**src/talsg_pkg.sv**
```systemverilog
`timescale 1ns / 1ps
// Shared types, widths, command and phase codes for the two-axis line step generator.
// No dependencies.
package talsg_pkg;

  localparam int POS_BITS  = 24;
  localparam int FRAC_BITS = 16;

  // magnitude of the most negative coordinate counts double, so one extra bit
  localparam int MAG_BITS  = POS_BITS + 1;
  localparam int HALF_BITS = MAG_BITS + 1;
  localparam int BUSY_BITS = POS_BITS + 1;
  localparam int NUM_BITS  = MAG_BITS + FRAC_BITS;
  localparam int ACC_BITS  = NUM_BITS + 1;
  localparam int GY_BITS   = ACC_BITS - FRAC_BITS + 1;
  localparam int CNT_BITS  = $clog2(NUM_BITS + 1);

  typedef enum logic [2:0] {
    CMD_TICK     = 3'd0,
    CMD_MOVE_REL = 3'd1,
    CMD_MOVE_ABS = 3'd2,
    CMD_SET_POS  = 3'd3,
    CMD_ENABLE   = 3'd4,
    CMD_DISABLE  = 3'd5
  } cmd_t;

  typedef enum logic [3:0] {
    PH_X    = 4'b0001,
    PH_Y    = 4'b0010,
    PH_FREE = 4'b0100,
    PH_OFF  = 4'b1000
  } phase_t;

  typedef enum logic [2:0] {
    ST_IDLE = 3'b001,
    ST_DIV  = 3'b010,
    ST_DONE = 3'b100
  } state_t;

  typedef struct packed {
    logic [2:0]                 command;
    logic signed [POS_BITS-1:0] coord_x;
    logic signed [POS_BITS-1:0] coord_y;
  } in_t;

  typedef struct packed {
    logic signed [POS_BITS-1:0] x_position;
    logic signed [POS_BITS-1:0] y_position;
    logic [BUSY_BITS-1:0]       busy_count;
    logic                       move_refused;
    logic                       step_x_level;
    logic                       step_y_level;
    logic                       dir_x_level;
    logic                       dir_y_level;
    logic                       driver_disable;
  } out_t;

  // distance magnitude; the most negative value maps to 2^POS_BITS
  function automatic logic [MAG_BITS-1:0] mag_of(input logic [POS_BITS-1:0] v);
    logic [POS_BITS-1:0] neg_v;
    neg_v = '0 - v;
    if (v == {1'b1, {(POS_BITS-1){1'b0}}}) begin
      mag_of = MAG_BITS'(1) << POS_BITS;
    end else if (v[POS_BITS-1]) begin
      mag_of = {1'b0, neg_v};
    end else begin
      mag_of = {1'b0, v};
    end
  endfunction

endpackage

```
**src/talsg_div.sv**
```systemverilog
`timescale 1ns / 1ps
// Bit-serial restoring divider that forms the fixed-point slope, one quotient bit a cycle.
// Depends on talsg_pkg.
module talsg_div (
  input  logic                           clk,
  input  logic                           rst_n,
  input  logic                           start,
  input  logic [talsg_pkg::NUM_BITS-1:0] dividend,
  input  logic [talsg_pkg::MAG_BITS-1:0] divisor,
  output logic                           done,
  output logic [talsg_pkg::NUM_BITS-1:0] quotient
);

  logic [talsg_pkg::CNT_BITS-1:0] cnt_r, cnt_nxt;
  logic                           run_r, run_nxt;
  logic                           done_r, done_nxt;
  logic [talsg_pkg::MAG_BITS-1:0] rem_r, rem_nxt;
  logic [talsg_pkg::MAG_BITS-1:0] dvs_r, dvs_nxt;
  logic [talsg_pkg::NUM_BITS-1:0] quo_r, quo_nxt;
  logic [talsg_pkg::MAG_BITS:0]   trial;
  logic                           fits;

  // quo_r shifts dividend bits out at the top and quotient bits in at the bottom
  assign trial = {rem_r, quo_r[talsg_pkg::NUM_BITS-1]};
  assign fits  = trial >= {1'b0, dvs_r};

  always_comb begin
    cnt_nxt  = cnt_r;
    run_nxt  = run_r;
    done_nxt = 1'b0;
    rem_nxt  = rem_r;
    dvs_nxt  = dvs_r;
    quo_nxt  = quo_r;
    if (start) begin
      cnt_nxt = talsg_pkg::CNT_BITS'(talsg_pkg::NUM_BITS);
      run_nxt = 1'b1;
      rem_nxt = '0;
      dvs_nxt = divisor;
      quo_nxt = dividend;
    end else if (run_r) begin
      if (fits) begin
        rem_nxt = talsg_pkg::MAG_BITS'(trial - {1'b0, dvs_r});
      end else begin
        rem_nxt = trial[talsg_pkg::MAG_BITS-1:0];
      end
      quo_nxt = {quo_r[talsg_pkg::NUM_BITS-2:0], fits};
      cnt_nxt = cnt_r - 1'b1;
      if (cnt_r == talsg_pkg::CNT_BITS'(1)) begin
        run_nxt  = 1'b0;
        done_nxt = 1'b1;
      end
    end
  end

  always_ff @(posedge clk) begin
    if (!rst_n) begin
      cnt_r  <= '0;
      run_r  <= 1'b0;
      done_r <= 1'b0;
    end else begin
      cnt_r  <= cnt_nxt;
      run_r  <= run_nxt;
      done_r <= done_nxt;
    end
  end

  always_ff @(posedge clk) begin
    rem_r <= rem_nxt;
    dvs_r <= dvs_nxt;
    quo_r <= quo_nxt;
  end

  assign done     = done_r;
  assign quotient = quo_r;

endmodule

```
**src/two_axis_line_step_generator_top.sv**
```systemverilog
`timescale 1ns / 1ps
// Two-axis straight-line step generator: command decode, phase machine, step pins.
// Depends on talsg_pkg and talsg_div.
//
// Usage: each input word carries one command (tick, relative move, absolute move,
// set position, enable or disable drivers) with two signed coordinates. Every
// accepted word yields exactly one result word with the positions, the remaining
// half-step count and the five pin levels as they stand after the command.
// Ticks, position sets, driver commands, refused moves and moves with zero X
// distance: the result is registered at the accepting edge and shows the next
// cycle. A move with nonzero X distance runs the bit-serial slope divider, one
// quotient bit per cycle over NUM_BITS (41) bits; once it is done the block
// waits until the result register is free and then registers the result.
// A new word is taken once the block is idle and the result register is free
// or being read in the same cycle. If the receiver holds out_ready low, the
// result waits in the output register and no further word is taken.
// Reset (rst_n low, synchronous) clears positions, counts, grants and the
// slope, puts the phase machine in its off state and drives every pin low.
module two_axis_line_step_generator_top (
  input  logic              clk,
  input  logic              rst_n,
  input  logic              in_valid,
  output logic              in_ready,
  input  talsg_pkg::in_t    in_data,
  output logic              out_valid,
  input  logic              out_ready,
  output talsg_pkg::out_t   out_data
);

  talsg_pkg::state_t                  state_r, state_nxt;
  talsg_pkg::phase_t                  phase_r, phase_nxt;
  logic [talsg_pkg::POS_BITS-1:0]     pos_x_r, pos_x_nxt;
  logic [talsg_pkg::POS_BITS-1:0]     pos_y_r, pos_y_nxt;
  logic [talsg_pkg::HALF_BITS-1:0]    hs_x_r, hs_x_nxt;
  logic [talsg_pkg::HALF_BITS-1:0]    hs_y_r, hs_y_nxt;
  logic                               neg_x_r, neg_x_nxt;
  logic                               neg_y_r, neg_y_nxt;
  logic [1:0]                         gx_r, gx_nxt;
  logic [talsg_pkg::GY_BITS-1:0]      gy_r, gy_nxt;
  logic [talsg_pkg::NUM_BITS-1:0]     slope_r, slope_nxt;
  logic [talsg_pkg::FRAC_BITS-1:0]    frac_r, frac_nxt;
  logic                               step_x_r, step_x_nxt;
  logic                               step_y_r, step_y_nxt;
  logic                               dir_x_r, dir_x_nxt;
  logic                               dir_y_r, dir_y_nxt;
  logic                               cs_r, cs_nxt;
  logic                               out_valid_r, out_valid_nxt;
  talsg_pkg::out_t                    out_data_r, out_word;

  logic                               in_fire;
  logic                               out_free;
  logic                               busy;
  logic                               refused;
  logic                               load_out;
  logic                               div_start;
  logic                               div_done;
  logic [talsg_pkg::NUM_BITS-1:0]     div_quo;
  logic [talsg_pkg::POS_BITS-1:0]     dx_w, dy_w;
  logic [talsg_pkg::MAG_BITS-1:0]     ax_w, ay_w;
  logic [talsg_pkg::ACC_BITS-1:0]     acc_w;
  logic [talsg_pkg::HALF_BITS:0]      busy_sum;

  assign out_free = !out_valid_r || out_ready;
  assign in_ready = (state_r == talsg_pkg::ST_IDLE) && out_free;
  assign in_fire  = in_valid && in_ready;
  assign busy     = (hs_x_r != '0) || (hs_y_r != '0);

  assign dx_w = (in_data.command == talsg_pkg::CMD_MOVE_ABS) ? in_data.coord_x - pos_x_r
                                                             : in_data.coord_x;
  assign dy_w = (in_data.command == talsg_pkg::CMD_MOVE_ABS) ? in_data.coord_y - pos_y_r
                                                             : in_data.coord_y;
  assign ax_w = talsg_pkg::mag_of(dx_w);
  assign ay_w = talsg_pkg::mag_of(dy_w);

  assign acc_w = talsg_pkg::ACC_BITS'(frac_r) + talsg_pkg::ACC_BITS'(slope_r);

  talsg_div u_div (
    .clk      (clk),
    .rst_n    (rst_n),
    .start    (div_start),
    .dividend ({ay_w, {talsg_pkg::FRAC_BITS{1'b0}}}),
    .divisor  (ax_w),
    .done     (div_done),
    .quotient (div_quo)
  );

  always_comb begin
    logic [1:0]                    gx_t;
    logic [talsg_pkg::GY_BITS-1:0] gy_t;
    state_nxt  = state_r;
    phase_nxt  = phase_r;
    pos_x_nxt  = pos_x_r;
    pos_y_nxt  = pos_y_r;
    hs_x_nxt   = hs_x_r;
    hs_y_nxt   = hs_y_r;
    neg_x_nxt  = neg_x_r;
    neg_y_nxt  = neg_y_r;
    gx_nxt     = gx_r;
    gy_nxt     = gy_r;
    slope_nxt  = slope_r;
    frac_nxt   = frac_r;
    step_x_nxt = step_x_r;
    step_y_nxt = step_y_r;
    dir_x_nxt  = dir_x_r;
    dir_y_nxt  = dir_y_r;
    cs_nxt     = cs_r;
    refused    = 1'b0;
    load_out   = 1'b0;
    div_start  = 1'b0;
    gx_t       = gx_r;
    gy_t       = gy_r;

    case (state_r)
      talsg_pkg::ST_IDLE: begin
        if (in_fire) begin
          load_out = 1'b1;
          case (in_data.command)
            talsg_pkg::CMD_TICK: begin
              // new grants only once both previous grants are used up
              if (gx_r == '0 && gy_r == '0) begin
                case (phase_r)
                  talsg_pkg::PH_FREE: gy_t = talsg_pkg::GY_BITS'(2);
                  talsg_pkg::PH_X: begin
                    gx_t      = 2'd2;
                    phase_nxt = talsg_pkg::PH_Y;
                  end
                  talsg_pkg::PH_Y: begin
                    gy_t      = {acc_w[talsg_pkg::ACC_BITS-1:talsg_pkg::FRAC_BITS], 1'b0};
                    frac_nxt  = acc_w[talsg_pkg::FRAC_BITS-1:0];
                    phase_nxt = talsg_pkg::PH_X;
                  end
                  default: ;
                endcase
              end
              // odd count means falling edge, which moves the position
              if (hs_x_r != '0 && gx_t != '0) begin
                if (hs_x_r[0]) begin
                  step_x_nxt = 1'b0;
                  pos_x_nxt  = neg_x_r ? pos_x_r - 1'b1 : pos_x_r + 1'b1;
                end else begin
                  step_x_nxt = 1'b1;
                end
                hs_x_nxt = hs_x_r - 1'b1;
                gx_t     = gx_t - 1'b1;
              end
              if (hs_y_r != '0 && gy_t != '0) begin
                if (hs_y_r[0]) begin
                  step_y_nxt = 1'b0;
                  pos_y_nxt  = neg_y_r ? pos_y_r - 1'b1 : pos_y_r + 1'b1;
                end else begin
                  step_y_nxt = 1'b1;
                end
                hs_y_nxt = hs_y_r - 1'b1;
                gy_t     = gy_t - 1'b1;
              end
              if (hs_y_nxt == '0) gy_t = '0;
              if (hs_x_nxt == '0) gx_t = '0;
              gx_nxt = gx_t;
              gy_nxt = gy_t;
            end
            talsg_pkg::CMD_MOVE_REL, talsg_pkg::CMD_MOVE_ABS: begin
              if (busy) begin
                refused = 1'b1;
              end else begin
                cs_nxt    = 1'b0;
                gx_nxt    = '0;
                gy_nxt    = '0;
                phase_nxt = talsg_pkg::PH_OFF;
                // a zero-distance axis keeps its sign and direction pin
                if (ax_w != '0) begin
                  neg_x_nxt = dx_w[talsg_pkg::POS_BITS-1];
                  dir_x_nxt = !dx_w[talsg_pkg::POS_BITS-1];
                  hs_x_nxt  = {ax_w, 1'b0};
                end
                if (ay_w != '0) begin
                  neg_y_nxt = dy_w[talsg_pkg::POS_BITS-1];
                  dir_y_nxt = !dy_w[talsg_pkg::POS_BITS-1];
                  hs_y_nxt  = {ay_w, 1'b0};
                end
                if (ax_w == '0) begin
                  phase_nxt = talsg_pkg::PH_FREE;
                end else begin
                  load_out  = 1'b0;
                  div_start = 1'b1;
                  state_nxt = talsg_pkg::ST_DIV;
                end
              end
            end
            talsg_pkg::CMD_SET_POS: begin
              pos_x_nxt = in_data.coord_x;
              pos_y_nxt = in_data.coord_y;
            end
            talsg_pkg::CMD_ENABLE:  cs_nxt = 1'b0;
            talsg_pkg::CMD_DISABLE: cs_nxt = 1'b1;
            default: ;
          endcase
        end
      end
      talsg_pkg::ST_DIV: begin
        if (div_done) begin
          slope_nxt = div_quo;
          frac_nxt  = '0;
          phase_nxt = talsg_pkg::PH_X;
          state_nxt = talsg_pkg::ST_DONE;
        end
      end
      talsg_pkg::ST_DONE: begin
        if (out_free) begin
          load_out  = 1'b1;
          state_nxt = talsg_pkg::ST_IDLE;
        end
      end
      default: state_nxt = talsg_pkg::ST_IDLE;
    endcase
  end

  // result word reflects the state after the command
  assign busy_sum = {1'b0, hs_x_nxt} + {1'b0, hs_y_nxt};

  always_comb begin
    out_word.x_position = pos_x_nxt;
    out_word.y_position = pos_y_nxt;
    if (busy_sum[talsg_pkg::HALF_BITS:talsg_pkg::BUSY_BITS] != '0) begin
      out_word.busy_count = '1;
    end else begin
      out_word.busy_count = busy_sum[talsg_pkg::BUSY_BITS-1:0];
    end
    out_word.move_refused   = refused;
    out_word.step_x_level   = step_x_nxt;
    out_word.step_y_level   = step_y_nxt;
    out_word.dir_x_level    = dir_x_nxt;
    out_word.dir_y_level    = dir_y_nxt;
    out_word.driver_disable = cs_nxt;
  end

  assign out_valid_nxt = load_out ? 1'b1 : (out_ready ? 1'b0 : out_valid_r);

  always_ff @(posedge clk) begin
    if (!rst_n) begin
      state_r     <= talsg_pkg::ST_IDLE;
      phase_r     <= talsg_pkg::PH_OFF;
      pos_x_r     <= '0;
      pos_y_r     <= '0;
      hs_x_r      <= '0;
      hs_y_r      <= '0;
      neg_x_r     <= 1'b0;
      neg_y_r     <= 1'b0;
      gx_r        <= '0;
      gy_r        <= '0;
      slope_r     <= '0;
      frac_r      <= '0;
      step_x_r    <= 1'b0;
      step_y_r    <= 1'b0;
      dir_x_r     <= 1'b0;
      dir_y_r     <= 1'b0;
      cs_r        <= 1'b0;
      out_valid_r <= 1'b0;
    end else begin
      state_r     <= state_nxt;
      phase_r     <= phase_nxt;
      pos_x_r     <= pos_x_nxt;
      pos_y_r     <= pos_y_nxt;
      hs_x_r      <= hs_x_nxt;
      hs_y_r      <= hs_y_nxt;
      neg_x_r     <= neg_x_nxt;
      neg_y_r     <= neg_y_nxt;
      gx_r        <= gx_nxt;
      gy_r        <= gy_nxt;
      slope_r     <= slope_nxt;
      frac_r      <= frac_nxt;
      step_x_r    <= step_x_nxt;
      step_y_r    <= step_y_nxt;
      dir_x_r     <= dir_x_nxt;
      dir_y_r     <= dir_y_nxt;
      cs_r        <= cs_nxt;
      out_valid_r <= out_valid_nxt;
    end
  end

  always_ff @(posedge clk) begin
    if (load_out) out_data_r <= out_word;
  end

  assign out_valid = out_valid_r;
  assign out_data  = out_data_r;

  a_done_in_div: assert property (@(posedge clk) disable iff (!rst_n)
    div_done |-> state_r == talsg_pkg::ST_DIV)
    else $error("slope divider finished outside the divide state");

  a_gx_idle: assert property (@(posedge clk) disable iff (!rst_n)
    hs_x_r == '0 |-> gx_r == '0)
    else $error("x grant left over with no x half-steps");

  a_gx_max: assert property (@(posedge clk) disable iff (!rst_n)
    gx_r != 2'd3)
    else $error("x grant above two half-steps");

  a_set_pos: assert property (@(posedge clk) disable iff (!rst_n)
    in_fire && in_data.command == talsg_pkg::CMD_SET_POS |=>
      pos_x_r == $past(in_data.coord_x) && pos_y_r == $past(in_data.coord_y))
    else $error("set position not taken");

  a_move_div: assert property (@(posedge clk) disable iff (!rst_n)
    in_fire && !busy && ax_w != '0 &&
    (in_data.command == talsg_pkg::CMD_MOVE_REL ||
     in_data.command == talsg_pkg::CMD_MOVE_ABS) |=> state_r == talsg_pkg::ST_DIV)
    else $error("accepted move did not start the slope divide");

endmodule

```
**config.mk**
```make
export PLATFORM = sky130hd
export DESIGN_NAME = two_axis_line_step_generator_top
export DESIGN_NICKNAME = d
export VERILOG_FILES = /design/src/talsg_pkg.sv /design/src/talsg_div.sv /design/src/two_axis_line_step_generator_top.sv
export SDC_FILE = /design/constraint.sdc
export NUM_CORES = 1
export LEC_CHECK = 0
export BUFFER_PORTS_ARGS = -buffer_cell sky130_fd_sc_hd__buf_2
export CORE_ASPECT_RATIO = 0.8
export CORE_MARGIN = 10
export CORE_UTILIZATION = 30
export CTS_CLUSTER_DIAMETER = 200
export DETAILED_ROUTE_END_ITERATION = 8
export GPL_TIMING_DRIVEN = 0
export PLACE_DENSITY = 0.49
export SYNTH_ARGS = -nofsm -noshare
export SYNTH_HDL_FRONTEND = slang
export SYNTH_SLANG_ARGS = --single-unit
```
**constraint.sdc**
```tcl
create_clock -name clk -period 8.5 [get_ports clk]
set_input_delay 0.85 -clock clk [delete_from_list [all_inputs] [get_ports clk]]
set_output_delay 0.85 -clock clk [all_outputs]
set_load 0.05 [all_outputs]
```
Yosys cells after proc, flatten, opt, wreduce, memory -nomap -nowiden
Cells that the tools add are included.
{ "totals": {"inputBits": 55, "reg_bits": 379, "out_inout_bits": 81, "wordCells": 243} }
{ "classes": {"n_reduce_logical": 38, "muxes": 122, "eq_ne": 28, "bitwise_logic": 3, "addsub": 16, "n_lt_le_gt_ge": 1} }
{ "op_table": {"columns": ["op", "count"], "rows": [
  ["26-bit two-way mux", 16],
  ["24-bit two-way mux", 14],
  ["27-bit two-way mux", 7],
  ["27-bit one-hot mux with 2 select lines", 2],
  ["26-bit one-hot mux with 2 select lines", 2],
  ["24-bit one-hot mux with 2 select lines", 2],
  ["41-bit two-way mux", 2],
  ["16-bit two-way mux", 5],
  ["25-bit two-way mux", 3],
  ["26-bit logical NOT", 2],
  ["26-bit nonzero test", 2],
  ["26-bit by 1-bit subtractor with 26-bit output, second input constant", 2],
  ["25-bit nonzero test", 2],
  ["24-bit by 1-bit adder with 24-bit output, second input constant", 2],
  ["24-bit equality test, second input constant", 2],
  ["1-bit by 24-bit subtractor with 24-bit output, first input constant", 2],
  ["24-bit by 1-bit subtractor with 24-bit output, second input constant", 2],
  ["24-bit subtractor", 2],
  ["16-bit by 41-bit adder with 42-bit output", 1],
  ["1-bit two-way mux", 40],
  ["16-bit one-hot mux with 2 select lines", 1],
  ["26-bit by 26-bit adder with 27-bit output", 1],
  ["27-bit logical NOT", 1],
  ["27-bit nonzero test", 1],
  ["other kinds (42)", 92]
]} }

Depth between registers and ports, before layout
{ "depth": {"ltp_word": 17, "mapped_depth": 42, "depth_no_buf": 39} }

Hierarchy
Synthesis repeated with hierarchy kept, for this count alone.
{ "hier_totals": {"hier_cells": 3562, "hier_area_um2": 29283.1} }
{ "modules_own_cells": {"columns": ["module", "area_each_um2", "instances", "seq_area_each_um2", "cells_per_inst"], "rows": [
  ["two_axis_line_step_generator_top", 23851.6, 1, 6396.1, 3060],
  ["talsg_div", 5431.5, 1, 2642.5, 502]
]} }

Worst setup path before layout
Ideal clock, no wire load.
{ "synth_timing": {"path_type": "input to register", "start": "input port in_data[48] in the netlist's numbering", "end": "register out_data_r, in the netlist out_data[27] (data pin)", "arrival_ns": 8.903, "setup_ns": 0.276, "required_time_ns": 8.224, "path_stages": 37, "n_path_buf": 8, "path_slack_ns": -0.679, "cell_sequence": "clkbuf_1 > nor3b_2 > buf_2 > buf_2 > buf_2 > buf_1 > buf_1 > mux2i_1 > ha_1 > and4_1 > nand3_1 > nor3_1 > and3_1 > buf_2 > nand3_1 > a211oi_1 > a2bb2o_1 > nor4_1 > nand2b_1 > o21ai_0 > ha_1 > nor2b_1 > o21ai_0 > a21boi_0 > o21ai_0 > nand2b_1 > a21o_1 > a41o_1 > o2111ai_1 > a31oi_1 > o41ai_1 > o21ai_0 > nor3_1 > nand3_1 > a211oi_1 > clkbuf_1 > o21ai_0"} }
{ "synth_via": {"elab_chain_len": 13, "word_cells_on_any_way": 28, "cone_classes": "add/sub (3); eq/ne (4); mux (16); reduce/logical (5)"} }
{ "synth_rtl": {"columns": ["item", "line", "source"], "rows": [
  ["start, declared", "two_axis_line_step_generator_top.sv:24", "input talsg_pkg::in_t in_data,"],
  ["3-bit by 2-bit equality test with 1-bit output", "two_axis_line_step_generator_top.sv:70, two_axis_line_step_generator_top.sv:117", null],
  ["24-bit two-way mux", "two_axis_line_step_generator_top.sv:70", "assign dy_w = (in_data.command == talsg_pkg::CMD_MOVE_ABS) ? in_data.coord_y - pos_y_r"],
  ["1-bit by 24-bit subtractor with 24-bit output", "talsg_pkg.sv:61", "neg_v = '0 - v;"],
  ["24-bit two-way mux", "talsg_pkg.sv:64", "end else if (v[POS_BITS-1]) begin"],
  ["25-bit two-way mux", "talsg_pkg.sv:62", "if (v == {1'b1, {(POS_BITS-1){1'b0}}}) begin"],
  ["25-bit nonzero test", "two_axis_line_step_generator_top.sv:175", "if (ay_w != '0) begin"],
  ["26-bit two-way mux", "two_axis_line_step_generator_top.sv:175", null],
  ["26-bit two-way mux", "two_axis_line_step_generator_top.sv:162", "if (busy) begin"],
  ["26-bit one-hot mux with 2 select lines (*)", "two_axis_line_step_generator_top.sv:117", "case (in_data.command)"],
  ["26-bit two-way mux (*)", "two_axis_line_step_generator_top.sv:115", "if (in_fire) begin"],
  ["26-bit two-way mux (*)", "two_axis_line_step_generator_top.sv:113", "case (state_r)"],
  ["net hs_y_nxt (one bit)", "two_axis_line_step_generator_top.sv:35", "logic [talsg_pkg::HALF_BITS-1:0] hs_y_r, hs_y_nxt;"],
  ["26-bit by 26-bit adder with 27-bit output (*)", "two_axis_line_step_generator_top.sv:218", "assign busy_sum = {1'b0, hs_x_nxt} + {1'b0, hs_y_nxt};"],
  ["2-bit nonzero test", "two_axis_line_step_generator_top.sv:223", "if (busy_sum[talsg_pkg::HALF_BITS:talsg_pkg::BUSY_BITS] != '0) begin"],
  ["end signal, assigned", "two_axis_line_step_generator_top.sv:281", "if (load_out) out_data_r <= out_word;"],
  ["end, declared", "two_axis_line_step_generator_top.sv:48", "talsg_pkg::out_t out_data_r, out_word;"]
]} }
The timed path passes the listed nets; every way through them passes the cells marked *.
A chain may end at the register's enable or synchronous reset.

Worst setup path in the final report
{ "layout_timing": {"start": "input port in_data[50] in the netlist's numbering", "end": "register out_data_r, in the netlist out_data[10] (data pin)"} }
{ "layout_via": {"elab_chain_len": 13, "word_cells_on_any_way": 28, "cone_classes": "add/sub (3); eq/ne (4); mux (16); reduce/logical (5)"} }
{ "layout_rtl": {"columns": ["item", "line", "source"], "rows": [
  ["3-bit by 2-bit equality test with 1-bit output", "two_axis_line_step_generator_top.sv:68, two_axis_line_step_generator_top.sv:117", null],
  ["24-bit two-way mux", "two_axis_line_step_generator_top.sv:68", "assign dx_w = (in_data.command == talsg_pkg::CMD_MOVE_ABS) ? in_data.coord_x - pos_x_r"],
  ["1-bit by 24-bit subtractor with 24-bit output", "talsg_pkg.sv:61", null],
  ["24-bit two-way mux", "talsg_pkg.sv:64", null],
  ["25-bit two-way mux", "talsg_pkg.sv:62", null],
  ["25-bit nonzero test", "two_axis_line_step_generator_top.sv:170", "if (ax_w != '0) begin"],
  ["26-bit two-way mux", "two_axis_line_step_generator_top.sv:170", null],
  ["26-bit two-way mux", "two_axis_line_step_generator_top.sv:162", null],
  ["26-bit one-hot mux with 2 select lines (*)", "two_axis_line_step_generator_top.sv:117", null],
  ["26-bit two-way mux (*)", "two_axis_line_step_generator_top.sv:115", null],
  ["26-bit two-way mux (*)", "two_axis_line_step_generator_top.sv:113", null],
  ["net hs_x_nxt (one bit)", "two_axis_line_step_generator_top.sv:34", "logic [talsg_pkg::HALF_BITS-1:0] hs_x_r, hs_x_nxt;"],
  ["26-bit by 26-bit adder with 27-bit output (*)", "two_axis_line_step_generator_top.sv:218", null],
  ["2-bit nonzero test", "two_axis_line_step_generator_top.sv:223", null]
]} }
Marked as above.

==> impl_metrics.yaml <==
route:
  postRouteAntennaNets: 0
  dr.pass1.iters: 7
  wl_per_cell_um: 22.7
  dr_total_vias: 28800
  wl_um: 118000
  drtIter0Drc: 3099
  routed_via_density: 5.55
  route.detailed.drc: 0
clock_network:
  ctsHoldBuffers: 0
  cts_sinks: 379
  clock_latency_ps: 640
  cts_buffer_depth: 3
  cts-root-buf: "clkbuf_16"
  numCtsBuffers: 45
  clkTransAtPathRegs_ps: 60
  cts_tree: "built"
  cts_htree_levels: 2
critical_path:
  critPathSlowestCell: "clkbuf_1"
  r2r_start: "pos_x_r[1]"
  worstSetupEndpointType: "flip-flop"
  max_stage_delay_ps: 710
  worstPathArrival_ps: 8740
  startpoint: "in_data[50]"
  crit_type: "in -> reg"
  critPathLaunchType: "input port"
  timing.reg2reg.setup_slack_ps: 140
  cpMostUsedCell: "buf_4"
  worst-path-max-fanout: 10
  reg2reg_depth: 36
  regToRegEndpoint: "out_data[10]"
  cp.required_ps: 8820
run_status:
  outcome: "finished, violations left"
  violations: "capacitance limit"
timing:
  period_needed_ps: 8420
  fmax_ghz: 0.119
  slew_violations: 0
  setup_tns_ps: 0
  worst_slack_ps: 82.0
  skew_ps: 30.9
  finalSetupViolCount: 0
  hold_ws_ps: 466
  hold_viol_final: 0
  relSlewSlack: 0.00163
  finalCritPeriodShare: 0.990
  worst_pin_slew_ps: 1500
pwr:
  peakVddDrop_uv: 335
  power_mw: 12.0
  p_leak_nw: 13.3
  power_per_cell_area_nw_per_um2: 349
synth:
  synthArstFlopShare: 0
  postSynthAreaPerCell_um2: 7.95
  yosys-top-cells-area: "dfxtp_1 (17%), edfxtp_1 (13%), ha_1 (7.2%), nand2_1 (5.8%), a21oi_1 (4.6%)"
  synth_top_area_cell: "dfxtp_1"
  synth_edf_count: 129
  ys_seq_area_frac: 0.308
  synth-seq-cells: 379
  synth_top_area_frac: 0.173
  syn_area_um2: 28900
  synthCells: 3631
  synth_flop_cell: "dfxtp_1"
  yosysWarnings: 0
  synth_cell_types: 115
  syn_nets: 3859
cells_and_area:
  utilization: 0.361
  drive_gt1_frac: 0.136
  fill_cells: 9946
  post-route-cell-area_um2: 34300
  nNetsFinal: 4101
  syn2layout_area_growth_pct: 18.9
  layout.cells.non_filler: 5198
place:
  place_area_um2: 31200
  dp.cells: 5053
  dp_hpwl_um: 91100
  place_congestion: 0.944
  place.port_buffers: 132
  pre_cts_slack_ps: -4240
global_route:
  grt_pass1_vias: 26400
  overflow: 0
  grt_max_degree: 52
  grt_usage: 0.205
  grt_pass1_wl_um: 174000
  grt_antenna_before_repair: 6
die:
  io-pin-count: 136
  die_x_um: 367
  die_h_um: 297
  die-area_um2: 109000
  rows: 101
  core_um2: 95200
  initial_utilization: 0.303
hold_path:
  hp-class: "reg -> reg"
  hold_depth: 2
  hold_start: "slope_r[10]"
  hold_path_end: "slope_r[10]"
flow_run:
  max-cap-violations: 1
report_power, final:
group | switching (mW) | total (mW) | leakage [nW] | internal (mW)
Sequential | 0.378 | 2.96 | 3.28 | 2.59
Clock | 0.912 | 2.11 | 0.765 | 1.20
Combinational | 4.82 | 6.88 | 9.29 | 2.06
layout make-up:
| type | instances | area [µm²] | share of cell area |
|---|---|---|---|
| plain buffers | 177 | 906 | 0.0264 |
| well taps | 1287 | 1610 | 0.0469 |
| clock buffers | 60 | 1250 | 0.0365 |
| repair buffers | 199 | 1230 | 0.0358 |
| diodes | 1 | 2.50 | 0.0000729 |
| inverters | 149 | 562 | 0.0164 |
| multi-input cells | 2922 | 19600 | 0.570 |
| flip-flops and latches | 379 | 8890 | 0.259 |
| clock inverters | 24 | 297 | 0.00864 |
worst max path at each step:
stage | to | depth (start not counted)
after global placement | out_data[15] | 35
after global routing | out_data[10] | 36
after CTS | out_data[7] | 36
after floorplan | out_data[27] | 38
after detailed placement | out_data[19] | 35
final | out_data[10] | 37
cells in the mapped netlist (40+ instances only):
master    number
edfxtp_1     129
nor2_1       292
a21o_1        63
xor2_1        93
xnor2_1      120
a21oi_1      266
dfxtp_1      250
nand2_1      443
nor3_1       134
and3_1        43
nand3_1      115
o21ai_0      227
and2_1       107
or3_1         40
inv_1        148
nor4_1        44
mux2i_1       59
nand4_1       44
ha_1         166
nand2b_1      42
clkbuf_1     130
registers in the layout, summed over array words and instances (netlist names), 3 cells and up:
name            cells
slope_r            41
pos_x_r            24
u_div.dvs_r        25
gy_r               27
frac_r             16
state_r             3
hs_y_r             26
phase_r             4
u_div.rem_r        25
u_div.cnt_r         6
out_data           79
u_div.quotient     41
hs_x_r             26
pos_y_r            24
metal layers:
metal  wire (µm)  vias up  GRT usage
li1            -    13700          -
met1       57400    13900      0.313
met2       48800     1045      0.298
met3        9770      128     0.0314
met4        1960        4     0.0399
met5          21        -          0
timing repair:
action | in CTS | in global routing
buffers inserted | 23 | 40
gates resized for setup | 119 | 131
setup endpoints to repair | 25 | 25
pin swaps | 29 | 54
endpoints found under the hold margin | 0 | 0
cloned | 0 | 2
critical path, delay by kind of cell:
| kind | cells | cell delay [ps] |
|---|---|---|
| buffers and inverters | 9 | 2230 |
| and+or+nand+nor | 12 | 2490 |
| adders and majority gates | 1 | 230 |
| AOI/OAI and AO/OA | 15 | 2890 |
placed cells by master (no fill, tap or decap), types with 24 or more instances in the layout:
| cell type | Yosys | layout |
|---|---|---|
| o211ai_1 | 39 | 39 |
| buf_4 | 3 | 64 |
| a21oi_1 | 266 | 258 |
| nand2b_1 | 42 | 39 |
| xnor2_1 | 120 | 114 |
| or3_1 | 40 | 38 |
| a21o_1 | 63 | 63 |
| a31oi_1 | 29 | 24 |
| o21ai_1 | 31 | 36 |
| nand2_1 | 443 | 434 |
| clkbuf_1 | 130 | 121 |
| clkbuf_16 | 0 | 46 |
| and2_1 | 107 | 107 |
| inv_1 | 148 | 146 |
| nor2b_1 | 35 | 31 |
| nor4_1 | 44 | 40 |
| nor2_1 | 292 | 287 |
| o21ai_0 | 227 | 207 |
| ha_1 | 166 | 160 |
| nor3b_1 | 26 | 25 |
| o21a_1 | 32 | 31 |
| xor2_1 | 93 | 89 |
| dfxtp_1 | 250 | 246 |
| nand3_1 | 115 | 108 |
| and3_1 | 43 | 42 |
| edfxtp_1 | 129 | 129 |
| mux2i_1 | 59 | 54 |
| buf_2 | 35 | 159 |
| nand4_1 | 44 | 44 |
| nor3_1 | 134 | 124 |
logic make-up (layout without fill, tap and decap cells):
logic type	after synthesis	in the layout	synth area share
compound gates	996	997	0.226
xor+xnor	213	213	0.0647
fa+ha+maj	174	174	0.0772
buf+inv	331	609	0.0458
flops	379	379	0.308
mux	66	66	0.0233
other cells	0	1	0
simple gates	1472	1472	0.256
No activity file was read; power rests on OpenSTA's default activity.
